`config.mk`:
```
export PLATFORM = sky130hd
export DESIGN_NAME = follower_accel_command_unit
export DESIGN_NICKNAME = d
export VERILOG_FILES = /design/src/design/fac_pkg.sv /design/src/design/fac_front.sv /design/src/design/fac_limit.sv /design/src/design/fac_round.sv /design/src/design/follower_accel_command_unit.sv
export SDC_FILE = /design/constraint.sdc
export NUM_CORES = 2
export LEC_CHECK = 0
export ABC_AREA = 1
export BUFFER_PORTS_ARGS = -buffer_cell sky130_fd_sc_hd__buf_2
export CAP_MARGIN = 20
export CORE_UTILIZATION = 60
export CTS_BUF_LIST = sky130_fd_sc_hd__clkbuf_2 sky130_fd_sc_hd__clkbuf_4 sky130_fd_sc_hd__clkbuf_8
export DETAILED_ROUTE_END_ITERATION = 12
export PLACE_DENSITY = 0.8
export SETUP_SLACK_MARGIN = 0.05
export SYNTH_ARGS = -nofsm -noshare
export SYNTH_HDL_FRONTEND = slang
export SYNTH_HIERARCHICAL = 1
export SYNTH_SLANG_ARGS = --single-unit
```
`constraint.sdc`:
```
create_clock -name clk -period 6.1 [get_ports clk]
set_input_delay 0.305 -clock clk [delete_from_list [all_inputs] [get_ports clk]]
set_output_delay 0.305 -clock clk [all_outputs]
set_load 0.01 [all_outputs]
```
`src/design/fac_pkg.sv`:
```
// Shared types, constants and scaling factors for the follower acceleration command block.
package fac_pkg;

  typedef struct packed {
    logic [13:0]        lead_vel;
    logic [13:0]        own_vel;
    logic signed [11:0] leader_accel;
    logic [15:0]        gap_distance;
    logic [13:0]        brake_pedal;
    logic [13:0]        accel_pedal;
  } fac_in_t;

  typedef struct packed {
    logic signed [11:0] accel_command;
    logic               limited;
  } fac_out_t;

  // Configuration register indexes
  localparam logic [1:0] CFG_IDX_DESIRED_GAP = 2'd0;
  localparam logic [1:0] CFG_IDX_UPPER_LIMIT = 2'd1;
  localparam logic [1:0] CFG_IDX_LOWER_LIMIT = 2'd2;
  localparam int         CFG_W               = 16;

  localparam logic [15:0]        DESIRED_GAP_RST = 16'd1500;
  localparam logic signed [11:0] UPPER_LIMIT_RST = 12'sd300;
  localparam logic signed [11:0] LOWER_LIMIT_RST = -12'sd500;

  // Datapath widths; internal value is in units of 4e-7 of 0.01 m/s^2
  localparam int SUM_W       = 21;
  localparam int BASE_PROD_W = 39;
  localparam int VAL_W       = 42;
  localparam int TERM_W      = 31;
  localparam int FF_W        = 32;
  localparam int LIM_PROD_W  = 35;
  localparam int DIV_IN_W    = 28;
  localparam int DIV_SHIFT   = 5;
  localparam int RECIP_W     = 29;
  localparam int PROD_W      = DIV_IN_W + RECIP_W;
  localparam int RECIP_SHIFT = 45;
  localparam int QUO_W       = 12;

  // Gap error band limits in cm
  localparam logic signed [16:0] BAND_HI = 17'sd1000;
  localparam logic signed [16:0] BAND_LO = -17'sd500;

  // Pedal thresholds in 1/10000
  localparam logic [13:0] PEDAL_DEAD = 14'd1000;
  localparam logic [13:0] PEDAL_FULL = 14'd5000;

  // Gain scale: s * 62500 gives the feedback term
  localparam logic [16:0] GAIN_SCALE = 17'd62500;

  // Feedforward coefficients: c1 * p + c2 * p^2
  localparam logic [16:0] C1_BRAKE_QUAD = 17'd45000;
  localparam logic [16:0] C1_BRAKE_LIN  = 17'd75000;
  localparam logic [16:0] C1_ACCEL      = 17'd30000;
  localparam logic [2:0]  C2_BRAKE_QUAD = 3'd6;
  localparam logic [2:0]  C2_ACCEL      = 3'd3;

  // One output LSB and half of it, in internal units; 2500000 = 32 * 78125
  localparam logic [22:0]       UNIT_SCALE = 23'd2500000;
  localparam logic [VAL_W-1:0]  HALF_UNIT  = VAL_W'(1250000);
  // ceil(2^45 / 78125), exact for every dividend below 2^28
  localparam logic [RECIP_W-1:0] RECIP_78125 = 29'd450359963;

  typedef struct packed {
    logic valid;
    logic sub;
  } front_ctl_t;

  typedef struct packed {
    logic valid;
    logic hi_hit;
    logic lo_hit;
    logic neg;
  } lim_ctl_t;

endpackage

```
`src/design/fac_front.sv`:
```
// Front stages: gap error, banded gain sum, pedal square, then feedback and feedforward products.
module fac_front import fac_pkg::*; (
  input  logic                      clk,
  input  logic                      rst_n,
  input  logic                      in_valid,
  input  fac_in_t                   in_data,
  input  logic [15:0]               desired_gap,
  output front_ctl_t                ctl,
  output logic signed [VAL_W-1:0]   base,
  output logic [TERM_W-1:0]         lin_term,
  output logic [TERM_W-1:0]         sq_term
);

  typedef enum logic [1:0] {FF_NONE, FF_BRAKE_QUAD, FF_BRAKE_LIN, FF_ACCEL} ff_mode_t;

  // Stage 1 signals
  logic signed [16:0]      gap_err;
  logic signed [14:0]      speed_diff;
  logic signed [SUM_W-1:0] a_ext, dv_ext, e_ext, sum_nxt;
  logic                    in_band;
  ff_mode_t                mode_nxt;
  logic [13:0]             pedal_nxt;

  logic                    v1_r;
  logic signed [SUM_W-1:0] sum1_r;
  ff_mode_t                mode1_r;
  logic [13:0]             pedal1_r;
  logic [27:0]             psq1_r;

  // Stage 2 signals
  logic signed [BASE_PROD_W-1:0] base_prod;
  logic signed [VAL_W-1:0]       base_ext, base_nxt;
  logic [16:0]                   c1;
  logic [2:0]                    c2;

  logic                    v2_r;
  logic                    sub2_r;
  logic signed [VAL_W-1:0] base2_r;
  logic [TERM_W-1:0]       lin2_r, sq2_r;

  always_comb begin
    gap_err    = signed'({1'b0, in_data.gap_distance}) - signed'({1'b0, desired_gap});
    speed_diff = signed'({1'b0, in_data.lead_vel}) - signed'({1'b0, in_data.own_vel});
    in_band    = (gap_err < BAND_HI) && (gap_err > BAND_LO);
    a_ext      = {{(SUM_W-12){in_data.leader_accel[11]}}, in_data.leader_accel};
    dv_ext     = {{(SUM_W-15){speed_diff[14]}}, speed_diff};
    e_ext      = {{(SUM_W-17){gap_err[16]}}, gap_err};
    if (in_band) begin
      sum_nxt = (a_ext <<< 2) + (dv_ext <<< 1) + (e_ext <<< 1);
    end else begin
      sum_nxt = (a_ext <<< 1) + dv_ext + (e_ext <<< 2);
    end
    // a light brake touch still blocks the accelerator term
    mode_nxt  = FF_NONE;
    pedal_nxt = in_data.brake_pedal;
    if (in_data.brake_pedal != 14'd0) begin
      if (in_data.brake_pedal > PEDAL_DEAD && in_data.brake_pedal < PEDAL_FULL) begin
        mode_nxt = FF_BRAKE_QUAD;
      end else if (in_data.brake_pedal >= PEDAL_FULL) begin
        mode_nxt = FF_BRAKE_LIN;
      end
    end else if (in_data.accel_pedal > PEDAL_DEAD) begin
      mode_nxt  = FF_ACCEL;
      pedal_nxt = in_data.accel_pedal;
    end
  end

  always_comb begin
    base_prod = sum1_r * signed'({1'b0, GAIN_SCALE});
    base_ext  = {{(VAL_W-BASE_PROD_W){base_prod[BASE_PROD_W-1]}}, base_prod};
    // scale a negative feedback sum by four
    base_nxt  = base_prod[BASE_PROD_W-1] ? (base_ext <<< 2) : base_ext;
    case (mode1_r)
      FF_BRAKE_QUAD: begin c1 = C1_BRAKE_QUAD; c2 = C2_BRAKE_QUAD; end
      FF_BRAKE_LIN:  begin c1 = C1_BRAKE_LIN;  c2 = 3'd0;          end
      FF_ACCEL:      begin c1 = C1_ACCEL;      c2 = C2_ACCEL;      end
      default:       begin c1 = 17'd0;         c2 = 3'd0;          end
    endcase
  end

  always_ff @(posedge clk) begin
    if (!rst_n) begin
      v1_r <= 1'b0;
      v2_r <= 1'b0;
    end else begin
      v1_r <= in_valid;
      v2_r <= v1_r;
    end
    sum1_r   <= sum_nxt;
    mode1_r  <= mode_nxt;
    pedal1_r <= pedal_nxt;
    psq1_r   <= pedal_nxt * pedal_nxt;
    base2_r  <= base_nxt;
    lin2_r   <= pedal1_r * c1;
    sq2_r    <= psq1_r * c2;
    sub2_r   <= (mode1_r == FF_BRAKE_QUAD) || (mode1_r == FF_BRAKE_LIN);
  end

  assign ctl.valid = v2_r;
  assign ctl.sub   = sub2_r;
  assign base      = base2_r;
  assign lin_term  = lin2_r;
  assign sq_term   = sq2_r;

endmodule

```
`src/design/fac_limit.sv`:
```
// Middle stages: add feedforward, compare with scaled limits, prepare the rounding dividend.
module fac_limit import fac_pkg::*; (
  input  logic                      clk,
  input  logic                      rst_n,
  input  front_ctl_t                ctl_in,
  input  logic signed [VAL_W-1:0]   base,
  input  logic [TERM_W-1:0]         lin_term,
  input  logic [TERM_W-1:0]         sq_term,
  input  logic signed [11:0]        upper_limit,
  input  logic signed [11:0]        lower_limit,
  output lim_ctl_t                  ctl_out,
  output logic [DIV_IN_W-1:0]       dividend
);

  logic [FF_W-1:0]              ff;
  logic signed [VAL_W-1:0]      ff_ext, val_nxt;
  logic signed [LIM_PROD_W-1:0] hi_prod, lo_prod;

  logic                    v3_r;
  logic signed [VAL_W-1:0] val3_r;
  logic signed [VAL_W-1:0] hi_scl_r, lo_scl_r;

  logic                    hi_hit, lo_hit, neg;
  logic [VAL_W-1:0]        rnd_sum;

  lim_ctl_t                ctl4_r;
  logic [DIV_IN_W-1:0]     div4_r;

  always_comb begin
    ff      = {1'b0, lin_term} + {1'b0, sq_term};
    ff_ext  = signed'({{(VAL_W-FF_W){1'b0}}, ff});
    val_nxt = ctl_in.sub ? (base - ff_ext) : (base + ff_ext);
    hi_prod = upper_limit * signed'({1'b0, UNIT_SCALE});
    lo_prod = lower_limit * signed'({1'b0, UNIT_SCALE});
  end

  always_comb begin
    // upper limit wins even when the limits cross
    hi_hit  = val3_r > hi_scl_r;
    lo_hit  = !hi_hit && (val3_r < lo_scl_r);
    neg     = val3_r[VAL_W-1];
    // magnitude plus half an LSB, ties go away from zero
    rnd_sum = neg ? (HALF_UNIT - unsigned'(val3_r)) : (unsigned'(val3_r) + HALF_UNIT);
  end

  always_ff @(posedge clk) begin
    if (!rst_n) begin
      v3_r         <= 1'b0;
      ctl4_r.valid <= 1'b0;
    end else begin
      v3_r         <= ctl_in.valid;
      ctl4_r.valid <= v3_r;
    end
    val3_r        <= val_nxt;
    hi_scl_r      <= {{(VAL_W-LIM_PROD_W){hi_prod[LIM_PROD_W-1]}}, hi_prod};
    lo_scl_r      <= {{(VAL_W-LIM_PROD_W){lo_prod[LIM_PROD_W-1]}}, lo_prod};
    ctl4_r.hi_hit <= hi_hit;
    ctl4_r.lo_hit <= lo_hit;
    ctl4_r.neg    <= neg;
    div4_r        <= rnd_sum[DIV_IN_W+DIV_SHIFT-1:DIV_SHIFT];
  end

  assign ctl_out  = ctl4_r;
  assign dividend = div4_r;

endmodule

```
`src/design/fac_round.sv`:
```
// Final stages: reciprocal divide to the output LSB, sign and limit selection.
module fac_round import fac_pkg::*; (
  input  logic                  clk,
  input  logic                  rst_n,
  input  lim_ctl_t              ctl_in,
  input  logic [DIV_IN_W-1:0]   dividend,
  input  logic signed [11:0]    upper_limit,
  input  logic signed [11:0]    lower_limit,
  output logic                  out_valid,
  output fac_out_t              out_data
);

  lim_ctl_t            ctl5_r;
  logic                v5_r;
  logic [PROD_W-1:0]   prod5_r;

  logic [QUO_W-1:0]    quo;
  fac_out_t            res_nxt;

  logic                v6_r;
  fac_out_t            res6_r;

  always_comb begin
    quo = prod5_r[RECIP_SHIFT+QUO_W-1:RECIP_SHIFT];
    if (ctl5_r.hi_hit) begin
      res_nxt.accel_command = upper_limit;
      res_nxt.limited       = 1'b1;
    end else if (ctl5_r.lo_hit) begin
      res_nxt.accel_command = lower_limit;
      res_nxt.limited       = 1'b1;
    end else begin
      res_nxt.accel_command = ctl5_r.neg ? signed'(-quo) : signed'(quo);
      res_nxt.limited       = 1'b0;
    end
  end

  always_ff @(posedge clk) begin
    if (!rst_n) begin
      v5_r <= 1'b0;
      v6_r <= 1'b0;
    end else begin
      v5_r <= ctl_in.valid;
      v6_r <= v5_r;
    end
    ctl5_r  <= ctl_in;
    prod5_r <= dividend * RECIP_78125;
    res6_r  <= res_nxt;
  end

  assign out_valid = v6_r;
  assign out_data  = res6_r;

endmodule

```
`src/design/follower_accel_command_unit.sv`:
```
// Follower acceleration command: a six-stage pipeline from sample to clamped command.
//
// Each transaction is one sample; the block takes a new one on every clock (busy stays low)
// and delivers its command on out_valid, one result per sample and in order. The six
// register stages are: gap error and gain sum, feedback and feedforward products,
// feedforward sum, limit compare, reciprocal divide to the 0.01 m/s^2 LSB, and output
// selection. The result is shown for one cycle only; the receiver cannot stall it and
// must take it. Write configuration only while no sample is in flight.
module follower_accel_command_unit import fac_pkg::*; (
  input  logic              clk,
  input  logic              rst_n,
  input  logic              start,
  output logic              busy,
  input  fac_in_t           in_data,
  output logic              out_valid,
  output fac_out_t          out_data,
  input  logic              cfg_we,
  input  logic [1:0]        cfg_idx,
  input  logic [CFG_W-1:0]  cfg_wdata
);

  logic [15:0]        desired_gap_r;
  logic signed [11:0] upper_limit_r;
  logic signed [11:0] lower_limit_r;

  logic                    in_valid;
  front_ctl_t              front_ctl;
  logic signed [VAL_W-1:0] base;
  logic [TERM_W-1:0]       lin_term, sq_term;
  lim_ctl_t                lim_ctl;
  logic [DIV_IN_W-1:0]     dividend;

  assign busy     = 1'b0;
  assign in_valid = start && !busy;

  always_ff @(posedge clk) begin
    if (!rst_n) begin
      desired_gap_r <= DESIRED_GAP_RST;
      upper_limit_r <= UPPER_LIMIT_RST;
      lower_limit_r <= LOWER_LIMIT_RST;
    end else if (cfg_we) begin
      unique case (cfg_idx)
        CFG_IDX_DESIRED_GAP: desired_gap_r <= cfg_wdata[15:0];
        CFG_IDX_UPPER_LIMIT: upper_limit_r <= signed'(cfg_wdata[11:0]);
        CFG_IDX_LOWER_LIMIT: lower_limit_r <= signed'(cfg_wdata[11:0]);
        default: ;
      endcase
    end
  end

  fac_front u_front (
    .clk         (clk),
    .rst_n       (rst_n),
    .in_valid    (in_valid),
    .in_data     (in_data),
    .desired_gap (desired_gap_r),
    .ctl         (front_ctl),
    .base        (base),
    .lin_term    (lin_term),
    .sq_term     (sq_term)
  );

  fac_limit u_limit (
    .clk         (clk),
    .rst_n       (rst_n),
    .ctl_in      (front_ctl),
    .base        (base),
    .lin_term    (lin_term),
    .sq_term     (sq_term),
    .upper_limit (upper_limit_r),
    .lower_limit (lower_limit_r),
    .ctl_out     (lim_ctl),
    .dividend    (dividend)
  );

  fac_round u_round (
    .clk         (clk),
    .rst_n       (rst_n),
    .ctl_in      (lim_ctl),
    .dividend    (dividend),
    .upper_limit (upper_limit_r),
    .lower_limit (lower_limit_r),
    .out_valid   (out_valid),
    .out_data    (out_data)
  );

endmodule

```
==> flow_summary.toml <==
[die]
core_area_um2 = 109000
rows = 121
dieWidth_um = 334
die_h_um = 334
start_util_pct = 60.6
dieArea_um2 = 111000
pin_count = 121

[detailed_routing]
drtPass1Iterations = 6
via_per_inst = 5.37
ant_nets = 0
drt-initial-drc-count = 3959
wl_per_cell_um = 17.2
routed_wl_mm = 180
vias = 55900
drc = 0

[clock_tree]
clockRootBuffer = "clkbuf_8"
cts_sinks = 368
cts_buffer_depth = 3
cts_buffers = 72
clk-insertion-delay-late_ps = 750
path_clk_slew_ps = 70
cts_tree = "built"
cts_htree_levels = 3

[cells_and_area]
final_core_util_pct = 66.3
fill_cells = 9320
nets = 11000
seq_area_um2 = 7410
post_route_cells_drive_above_1_share_pct = 8.35
multi_input_area_um2 = 50300
area_delta_synth_final_pct = 9.37

[worst_setup_path]
reg2reg_depth = 20
cp_slowest_cell = "fa_1"
r2r_slack_ps = 110
crit_path_frequent_cell = "fa_1"
path_cells = "fa_1 -> inv_1 -> fa_1 -> inv_1 -> fa_1 -> fa_1 -> fa_1 -> fa_1 -> inv_1 -> fa_1 -> inv_1 -> ha_1 -> a21oi_1 -> o21ai_0 -> nand2_1 -> nand2_1 -> a21oi_2 -> nand3_1 -> nand2_1 -> nand2_1"
endpoint_kind = "flop"
start_kind = "flop"
cp_slowest_stage_delay_ps = 630
r2r_end = "u_round/prod5_r[49]"
cp-startpoint = "u_limit/dividend[20]"
worstPathMaxFanout = 5
cp_data_required_time_ps = 6730
rr_startpoint = "u_limit/dividend[20]"
worstSetupPathType = "flop to flop"
arrival_ps = 6620
setup.worst_path.end = "u_round/prod5_r[49]"

[sta]
maxSlewHeadroom_pct = 31.9
clock.fmax_ghz = 0.167
setup_violations = 0
fin_ws_ps = 111
tightest_slew_ps = 1020
period_minus_slack_ps = 5990
slew_viol_final = 0
period_share_pct = 98.2
rsz0062_at_grt = "true"
finClkSkew_ps = 51.0
finalHoldViolations = 0

[synthesis]
synthTopCellsByCount = "2161 x inv_1, 1686 x nand2_1, 1077 x ha_1"
synth_area_um2 = 66100
ys_types = 71
yosysTopAreaCell = "fa_1"
seq_area_frac_synth_pct = 11.2
synthCells = 8530
synth_top_area_share_pct = 26.1
synth_edf_count = 0
ys_warn_count = 6
ys_async_sr_fraction_pct = 0
synth_most_common_cell = "inv_1"
ys_top_cells_by_area = "fa_1 26%, ha_1 20%, inv_1 12%"
synth_seq_cells = 368
synthFlopType = "dfxtp_1"
syn_area_per_cell_um2 = 7.74

[global_route]
grt_pass1_vias = 57600
grt_usage_pct = 32.8
antenna_found_initial = 2
grt_pass1_wl_mm = 293
gr-total-overflow = 0
grt_max_degree = 47

[place]
io_buffers = 119
dp_hpwl_mm = 157
place_ws_ps = -348
routabilityCongestion = 0.998

[min_path]
hp-class = "primary input to flop"

[flow_run]
max_cap_viol_count = 0

[status]
status = "finished, final reports clean"
## worst min-delay path by stage
stage                       start           endpoint  cells after the start
2_1_floorplan  u_limit/ctl_out[0]  u_round/ctl5_r[0]                      0
3_3_place_gp   u_limit/ctl_out[0]  u_round/ctl5_r[0]                      0
3_5_place_dp   u_limit/ctl_out[2]  u_round/ctl5_r[2]                      0
4_1_cts                cfg_idx[1]  lower_limit_r[11]                      3
5_1_grt                cfg_idx[1]  lower_limit_r[11]                      3
6_report              in_data[44]  u_front/sum1_r[1]                      4
## layout make-up
type / count / share of cell area [%]
clock buffer: 91 / 1.62
timing repair buffer: 404 / 3.91
inverter: 2191 / 11.4
tap: 1414 / 2.45
multi-input combinational: 5900 / 69.6
sequential: 368 / 10.3
clock inverter: 38 / 0.738
antenna: 5 / 0.0173
## state kept, by name, indices dropped and copies added (netlist names), 20 cells and up
signal	count
u_front/sq_term	31
u_front/base	39
u_limit/dividend	28
u_front/psq1_r	27
u_limit/hi_scl_r	30
u_limit/val3_r	42
u_front/lin_term	28
u_limit/lo_scl_r	30
u_front/sum1_r	20
## per-stage QoR
stage	instances	cell area (um2)	TNS, ps	hold WS (ps)
CTS	10400	71900	0	8.98
detailed placement	10200	69900	-4140	315
finish	10400	72300	0	51.6
floorplan	8534	66100	0	310
global route	10400	72200	0	42.4
global placement	10200	69900	-3180	315
## placed cells by master, fill, tap and decap left out, drive strengths merged, types with 3 or more instances in the layout
cell and instances:
conb 6, clkinvlp 6, a21oi 413, o211ai 14, or2 11, nand3b 16
o2111ai 3, dlygate4sd3 25, inv 2189, dfxtp 368, clkinv 24, and2 11
o21bai 28, and3 3, nor3 67, o221ai 10, xnor2 86, bufinv 10
nand4 90, o31ai 7, ha 1077, xor2 212, a31oi 45, o21a 25
nand2 1735, o311ai 4, a21boi 9, fa 860, nor4 23, buf 379
nand3 320, diode 5, a21o 27, clkbuf 91, o21ai 233, a211oi 6
a221oi 7, nor2 540
## what timing repair did
item / 4_1_cts / 5_1_grt
gates cloned: 0 / 0
gates resized for setup: 6 / 92
setup buffers: 1 / 7
setup endpoints to repair: 9 / 31
endpoints found under the hold margin: 42 / 0
pin swaps: 0 / 13
hold buffers: 25 / 0
## layer usage
| metal | GRT usage (%) | share of wire (%) | routed length [um] | vias up |
|---|---|---|---|---|
| met2 | 55.7 | 47 | 84600 | 1766 |
| met4 | 14.7 | 4.7 | 8410 | 0 |
| li1 | - | - | - | 27100 |
| met1 | 42.0 | 42 | 76000 | 26600 |
| met3 | 3.91 | 5.9 | 10600 | 434 |
| met5 | 0 | 0 | 0 | - |
## critical path, delay by kind of cell (launching register included)
| family | cells | cell delay (ps) |
|---|---|---|
| adders and majority gates | 8 | 4030 |
| AOI/OAI and AO/OA | 3 | 750 |
| and+or+nand+nor | 5 | 410 |
| DFF | 1 | 380 |
| buffers and inverters | 4 | 330 |
## cell families (layout without fill, tap and decap cells)
| family | Yosys count | in the layout | synth area share, % |
|---|---|---|---|
| flops | 368 | 368 | 11.2 |
| other cells | 2 | 11 | 0.0114 |
| fa+ha+maj | 1937 | 1937 | 46.5 |
| buf+inv | 2266 | 2724 | 13.1 |
| xor+xnor | 298 | 298 | 3.98 |
| simple gates | 2818 | 2818 | 18.1 |
| compound gates | 840 | 840 | 7.17 |
| mux | 1 | 1 | 0.0170 |
Power is left out: the tool's default activity adds up to more than one toggle a clock period on the data nets, which glitch-free logic cannot reach.
